--- config.mk ---
export PLATFORM = sky130hd
export DESIGN_NAME = sbt_ram
export DESIGN_NICKNAME = d
export VERILOG_FILES = /design/src/sbt_ram.sv
export SDC_FILE = /design/constraint.sdc
export NUM_CORES = 1
export LEC_CHECK = 0
export BUFFER_PORTS_ARGS = -buffer_cell sky130_fd_sc_hd__clkbuf_2
export CAP_MARGIN = 5
export CELL_PAD_IN_SITES_DETAIL_PLACEMENT = 1
export CELL_PAD_IN_SITES_GLOBAL_PLACEMENT = 1
export CORE_MARGIN = 10
export CORE_UTILIZATION = 25
export DETAILED_ROUTE_END_ITERATION = 16
export GPL_TIMING_DRIVEN = 0
export MAX_ROUTING_LAYER = met4
export PLACE_DENSITY = 0.51
export SLEW_MARGIN = 20
export SYNTH_ARGS = -nofsm -noshare
export SYNTH_HDL_FRONTEND = slang
export SYNTH_SLANG_ARGS = --single-unit
--- constraint.sdc ---
create_clock -name clk -period 2.3 [get_ports clk]
set_input_delay 0.115 -clock clk [delete_from_list [all_inputs] [get_ports clk]]
set_output_delay 0.115 -clock clk [all_outputs]
set_load 0.05 [all_outputs]
--- src/sbt_ram.sv ---
// ----------------------------------------------------------------------------
// Generic RAM
// One write port and one read port with registered read data.
// ----------------------------------------------------------------------------
module sbt_ram #(
    parameter int WIDTH = 8,
    parameter int DEPTH = 16
) (
    input  logic                     clk,
    input  logic                     we,
    input  logic [$clog2(DEPTH)-1:0] waddr,
    input  logic [WIDTH-1:0]         wdata,
    input  logic [$clog2(DEPTH)-1:0] raddr,
    output logic [WIDTH-1:0]         rdata
);

    logic [WIDTH-1:0] mem [DEPTH];

    always_ff @(posedge clk)
    begin
        if (we)
        begin
            mem[waddr] <= wdata;
        end
        rdata <= mem[raddr];
    end

endmodule

==> results.ini <==
[sta]
worst_slew_pin_slew_ps=917.4
rsz0062_at_grt=false
worst_slack_ps=848.3
finalSetupViolations=0
relSlewSlack=0.3862
period_share=0.6312
clock_skew_ps=6.243
fmax_mhz=688.9
drv_slew=0
final_hold_viol_count=0
period_needed_ps=1452
hold_ws_ps=145.4

[pwr]
cellPowerDensity_nw_per_um2=929.6
peakVddDrop_uv=508.8
leakagePower_nw=2.026

[critical_path]
critPathCaptureType=register
required_ps=2340
critical_path.slowest_cell=nor2_1
slowest_delay_ps=730
r2r_cells=3
critPathMaxFanout=8
crit_arrival_ps=1490
crit_family=simple AND/OR/NAND/NOR gates
r2r-start=mem[4][2]
worst_setup_path_start_kind=input pin
r2r-end=rdata[2]
ff2ff_setup_slack_ps=900
timing.critical_path.cells=clkbuf_2, or3b_2, nor2_1
path_class=input pin to register
path_buf_inv=1

[detailed_routing]
drc=0
via_per_inst=4.321
routedWlPerCell_um=21.21
num_vias=2394
ant_nets=0
drt_iter0_drc=116
wl_um=11750
drt_pass1_iterations=4

[die]
initial_core_util=0.2544
core_area_um2=20230
io_pins=26
dieArea_um2=26730
dieHeight_um=163.5
fp.dieW_um=163.5
rows=52

[global_routing]
grt_overflow=0
grt_usage=0.09516
grt_max_degree=17
grt_pass1_vias=2577
grt_pass1_wl_um=17100
grt_antenna_before_repair=0

[final_layout]
final_common_cell=edfxtp_1
final_cell_mix=128 x edfxtp_1, 24 x clkbuf_2, 18 x mux4_2, 17 x clkbuf_16, 16 x a22oi_1
antenna_cells=0
syn2layout_area_growth_pct=20.30
fin_nets=290
drive_above_1_share=0.2923

[worst_hold_path]
hold_class=input pin to register
hold_path_end=mem[7][6]
holdPathStages=1
min_from=wdata[6]

[clocking]
cts_max_path_buffers=2
cts_hold_buf=0
clock_latency_ps=420
postCtsResizedCells=0
numCtsBuffers=17
clock_sinks=136
clk_pin_slew_ps=60
cts_root_buffer=clkbuf_16
cts_tree=built
cts_setup_buffers=0
htreeDepth=4

[synthesis]
ys_types=19
netlist.area_leader.share=0.7467
syn_area_per_cell_um2=22.48
yosysWarnings=0
synth-seq-cells=136
synthCells=229
seq_area_frac_synth=0.7778
synth_area_um2=5147
synth_area_leader_cell=edfxtp_1
synthTopCellsByArea=edfxtp_1 75%, mux4_2 7.9%, mux4_1 7.1%
synthesis.nets=247

[placement]
dpl.hpwl_um=7600
portBuffers=24
gp_congestion=0.6735
post-place-ws_ps=400.0

[flow_run]
max_cap_violations=0

[run_status]
outcome=finished, final reports clean

## report_power, final
part           total (mW)  internal [mW]  switching [mW]
clock                2.63           1.67           0.963
sequential           2.79           2.77          0.0138
combinational       0.335          0.110           0.225
total                5.76           4.55            1.20
## flip-flops by register name, summed over array words and instances (netlist names)
register  cells
rdata         8
mem         128
## cells in the mapped netlist (all sizes together)
| master | number |
|---|---|
| edfxtp | 128 |
| nor3 | 4 |
| nor2b | 1 |
| buf | 7 |
| nor2 | 13 |
| a22oi | 16 |
| nand2b | 2 |
| nand3b | 2 |
| nand3 | 1 |
| and2 | 1 |
| and2b | 1 |
| dfxtp | 8 |
| nand2 | 9 |
| mux4 | 32 |
| or3b | 1 |
| clkdlybuf4s25 | 3 |
## through the flow
stage          power (mW)    util  cell area (µm²)  setup TNS [ps]  std cells
6_report            5.756  0.3060             6192               0        554
2_1_floorplan       3.033       -             5147               0        229
5_1_grt             5.945  0.3060             6192               0        554
3_3_place_gp        3.169  0.2770             5605          -3.766        523
4_1_cts             5.818  0.3060             6192               0        554
3_5_place_dp        3.180  0.2780             5625               0        523
## worst reg2reg max path, delay by kind of cell, from the launching register on
family / cells / cell delay, ps
AOI/OAI and AO/OA: 1 / 260
DFF: 1 / 360
muxes: 1 / 570
and+or+nand+nor: 1 / 90
## per-layer routing
| metal | global-route usage | part of all wire | vias up |
|---|---|---|---|
| met1 | 0.1256 | 0.50 | 1272 |
| met5 | - | 0 | - |
| met2 | 0.1313 | 0.45 | 42 |
| met3 | 0.03322 | 0.041 | 16 |
| li1 | - | - | 1064 |
| met4 | 0.03656 | 0.014 | 0 |
## cell families (layout without fill, tap and decap cells)
group	after synthesis	after routing	share of synthesized area
DFF	136	136	0.7778
and+or+nand+nor	35	35	0.03184
AOI/OAI and AO/OA	16	16	0.02334
muxes	32	32	0.1502
buffers and inverters	10	65	0.01677
## cell type report
type	instances	area [µm²]
plain buffers	10	86.33
multi-input cells	83	1077
flip-flops and latches	136	4004
repair buffers	24	120.1
fillers	2025	14040
clock buffers	19	432.9
clock inverters	12	133.9
well taps	270	337.8
## worst max-delay path by stage
stage	from	endpoint	slack, ps	depth (start not counted)
after floorplan	waddr[2]	mem[0][0]	690	2
after global placement	waddr[2]	mem[0][7]	-1	3
after detailed placement	waddr[2]	mem[1][7]	400	3
after CTS	waddr[2]	mem[1][2]	850	3
after global routing	waddr[2]	mem[3][2]	770	3
final	waddr[2]	mem[3][2]	850	3
(Power assumes the default switching activity.)
