===== config.mk =====
export PLATFORM = sky130hd
export DESIGN_NAME = sbt_eval
export DESIGN_NICKNAME = d
export VERILOG_FILES = /design/src/sbt_pkg.sv /design/src/sbt_eval.sv
export SDC_FILE = /design/constraint.sdc
export NUM_CORES = 1
export LEC_CHECK = 0
export ABC_CLOCK_PERIOD_IN_PS = 1380
export BUFFER_PORTS_ARGS = -buffer_cell sky130_fd_sc_hd__buf_2
export CELL_PAD_IN_SITES_DETAIL_PLACEMENT = 1
export CELL_PAD_IN_SITES_GLOBAL_PLACEMENT = 1
export CORE_ASPECT_RATIO = 0.7
export CORE_MARGIN = 2
export CORE_UTILIZATION = 16
export DETAILED_ROUTE_END_ITERATION = 6
export PLACE_DENSITY = 0.95
export SETUP_SLACK_MARGIN = 0.05
export SYNTH_ARGS = -nofsm -noshare
export SYNTH_HDL_FRONTEND = slang
export SYNTH_SLANG_ARGS = --single-unit

===== constraint.sdc =====
create_clock -name vclk -period 1.38
set_input_delay 0.069 -clock vclk [all_inputs]
set_output_delay 0.069 -clock vclk [all_outputs]
set_load 0.03 [all_outputs]

===== src/sbt_pkg.sv =====
// ----------------------------------------------------------------------------
// Slot booking table package
// Shared status codes, modes, error codes and the entry evaluation type.
// ----------------------------------------------------------------------------
package sbt_pkg;

    // Width of the internal slot, day and run counters (holds 0..127).
    localparam int CNT_W = 7;

    localparam int DEF_MAX_SLOTS_PER_DAY = 32;
    localparam int DEF_MAX_DAYS          = 32;

    localparam int STATUS_W = 8;
    localparam int ID_W     = 64;
    localparam int ENTRY_W  = STATUS_W + ID_W;

    localparam logic [STATUS_W-1:0] ST_SCHEDULABLE = 8'd0;
    localparam logic [STATUS_W-1:0] ST_LOCKED      = 8'd1;
    localparam logic [STATUS_W-1:0] ST_BOOKED      = 8'd2;

    localparam logic [1:0] MODE_RESERVE  = 2'd0;
    localparam logic [1:0] MODE_FIND     = 2'd1;
    localparam logic [1:0] MODE_CLR_RNG  = 2'd2;
    localparam logic [1:0] MODE_CLR_ID   = 2'd3;

    localparam logic [2:0] ERR_OK        = 3'd0;
    localparam logic [2:0] ERR_SLOT      = 3'd1;
    localparam logic [2:0] ERR_COUNT     = 3'd2;
    localparam logic [2:0] ERR_NOT_FREE  = 3'd3;
    localparam logic [2:0] ERR_NOT_BOOK  = 3'd4;
    localparam logic [2:0] ERR_ID_ZERO   = 3'd5;
    localparam logic [2:0] ERR_DAY       = 3'd6;

    localparam logic [1:0] REG_SLOTS_PER_DAY = 2'd0;
    localparam logic [1:0] REG_DAYS_IN_USE   = 2'd1;

    // Result of looking at one stored entry.
    typedef struct packed {
        logic free;     // schedulable or locked
        logic booked;   // status is booked
        logic match;    // stored id matches the request id
    } sbt_eval_t;

endpackage


===== src/sbt_eval.sv =====
// ----------------------------------------------------------------------------
// Entry evaluation unit
// Classifies one stored entry: free, booked, and whether its id matches.
// ----------------------------------------------------------------------------
module sbt_eval (
    input  logic [sbt_pkg::STATUS_W-1:0] status,
    input  logic [sbt_pkg::ID_W-1:0]     stored_id,
    input  logic [sbt_pkg::ID_W-1:0]     req_id,
    input  logic                         match_any,
    output sbt_pkg::sbt_eval_t           result
);

    always_comb
    begin
        result.free   = (status == sbt_pkg::ST_SCHEDULABLE) ||
                        (status == sbt_pkg::ST_LOCKED);
        result.booked = (status == sbt_pkg::ST_BOOKED);
        result.match  = match_any || (stored_id == req_id);
    end

endmodule


==> run metrics <==
Worst Path Required=1310 ps; pre-CTS setup slack=-56.3 ps; Max Cap Viol=0; Max Slew Vio Count=0; Tmin final=1290 ps; gr usage total=11.4%; DIE HEIGHT=60.3 um; Hold Crit Class=in2out; Syn Inst Count=91; starting density of the core=16.6%; routed len/inst=12.2 um; IO Count=140; ANT cells=0; setup total negative slack=0 ps; Post-Syn Area per Cell=7.95 sq um; critical hold path startpoint=status[0]; Sequential cell area=0 sq um; placed instance count=288; synth top area cells=xnor2_1 (39%), xor2_1 (39%), nor4_1 (9.5%); XOR/XNOR Fraction of Synth Area=77.5%; final hold viol count=0; vias per cell=4.27; layout cells sized above 1=68.2%; Worst Max-Slew Pin Slew=260 ps; total grt overflow=0; Synth top cells by count=xnor2_1 (32), xor2_1 (32), nor4_1 (11); DR pass1 iterations=4; P&R area growth vs syn=136%; HPWL Detailed=3060 um; area leader, netlist=xnor2_1; Seq Cell Count=0; fin crit share=93.3%; setup violators final=0; CP Launch Type=input pin; die area=0.00508 sq mm; Synth Area in Compound Gates=1.21%; drt total wl=3520 um; simple-gate share of the synthesized area=21.3%; fin nets=372; final cell count without fillers=288; post-route cell area=0.00170 sq mm; largest family of logic cells by synthesized area=XOR/XNOR gates; post-synth net total=228; status=finished clean; vias after detailed routing=1229; initial antenna violation count=0; critical-path maximum fanout=1; Pleak=0.856 nW; Setup crit start=stored_id[20]; Die W=84.4 um; power per cell area=278 mW/mm^2; Post CTS Setup Buffer Count=0; fmax=0.776 GHz; setup ws final=91.9 ps; Iter 0 DRT Violations=8; post-synthesis adder-cell area fraction=0%; DRC Markers=0; first-pass GRT wire length=4850 um; CP Data Arrival Time=1220 ps; CP Class=in2out; multiplexer area fraction after synthesis=0%; synth unique cells=8; Placed Instance Area=0.00151 sq mm; top-area cell type share of the netlist area=38.8%; Max-slew headroom=82.5%; row count=20; cell area after synthesis=723 sq um; sequential-to-total area share from yosys stat=0%; GP Congestion=0.688; Peak VDD IR=0.121 mV; vias in the first global route=1256; final antenna-violating net count=0; maximum number of pins on one net before global-route repair=3; Syn. warnings=0; port bufs=140; core region area=0.00435 sq mm; Setup crit end kind=output pin; RSZ-0062 raised after global routing=true; clock buffers=0
-- worst max-delay path, cell delays in order --
cell and delay [ps]:
buf_2 110, xnor2_1 160, nand4_1 140, nor4_2 320
buf_4 150, a31o_1 140, buf_6 130
-- layout by cell type (no fill, tap or decap) --
cell type / synthesis / final
nor2_1: 3 / 3
xor2_1: 32 / 29
nor4_1: 11 / 4
buf_4: 0 / 2
nor4_2: 0 / 6
nor4_4: 0 / 1
xnor2_2: 0 / 7
xor2_2: 0 / 3
a31o_1: 1 / 1
nand2_1: 1 / 1
buf_2: 0 / 129
xnor2_1: 32 / 25
nor3b_1: 1 / 1
nand4_1: 10 / 10
buf_6: 0 / 11
-- cells by family (layout without fill, tap and decap cells) --
| logic type | Yosys count | count (layout) |
|---|---|---|
| AND/OR/NAND/NOR | 26 | 26 |
| AO/OA/AOI/OAI | 1 | 1 |
| buffers and inverters | 0 | 142 |
| XOR/XNOR | 64 | 64 |
-- path summary, 6_finish.rpt --
| kind | endpoint | slack, ps | depth (start not counted) |
|---|---|---|---|
| setup / recovery | result[0] | 90 | 7 |
| hold / removal | result[1] | 420 | 3 |
-- layer usage --
| layer | track usage (%) | vias to the layer above | part of all wire, % | wire length [um] |
|---|---|---|---|---|
| met3 | 1.52 | 4 | 9.9 | 349 |
| met1 | 11.7 | 546 | 32 | 1120 |
| met5 | 0 | - | 0 | 0 |
| met2 | 25.5 | 80 | 57 | 2010 |
| li1 | - | 599 | - | - |
| met4 | 1.13 | 0 | 1.0 | 36 |
-- layout make-up --
| cell class | count | area (sq um) |
|---|---|---|
| fill | 557 | 2650 |
| multi-input combinational | 91 | 851 |
| timing repair buffer | 142 | 785 |
| tap | 55 | 68.8 |
-- power breakdown --
group	switching, mW	internal [mW]	total, mW
sequential	0	0	0
clock	0	0	0
combinational	0.186	0.287	0.473
-- metrics by stage --
stage          util, %  total power [mW]  hold slack (ps)
6_report          39.1             0.473              420
5_1_grt           39.1             0.517              430
4_1_cts           35.3             0.416              422
3_5_place_dp      34.6             0.405              422
3_3_place_gp      34.6             0.389              412
2_1_floorplan        -             0.161              250
-- timing repair --
action,4_1_cts,5_1_grt
pin swaps,1,26
resized for setup,5,25
hold buffers,0,0
endpoints found under the setup margin,1,1
Note: power is estimated with default switching activity, not from simulation.
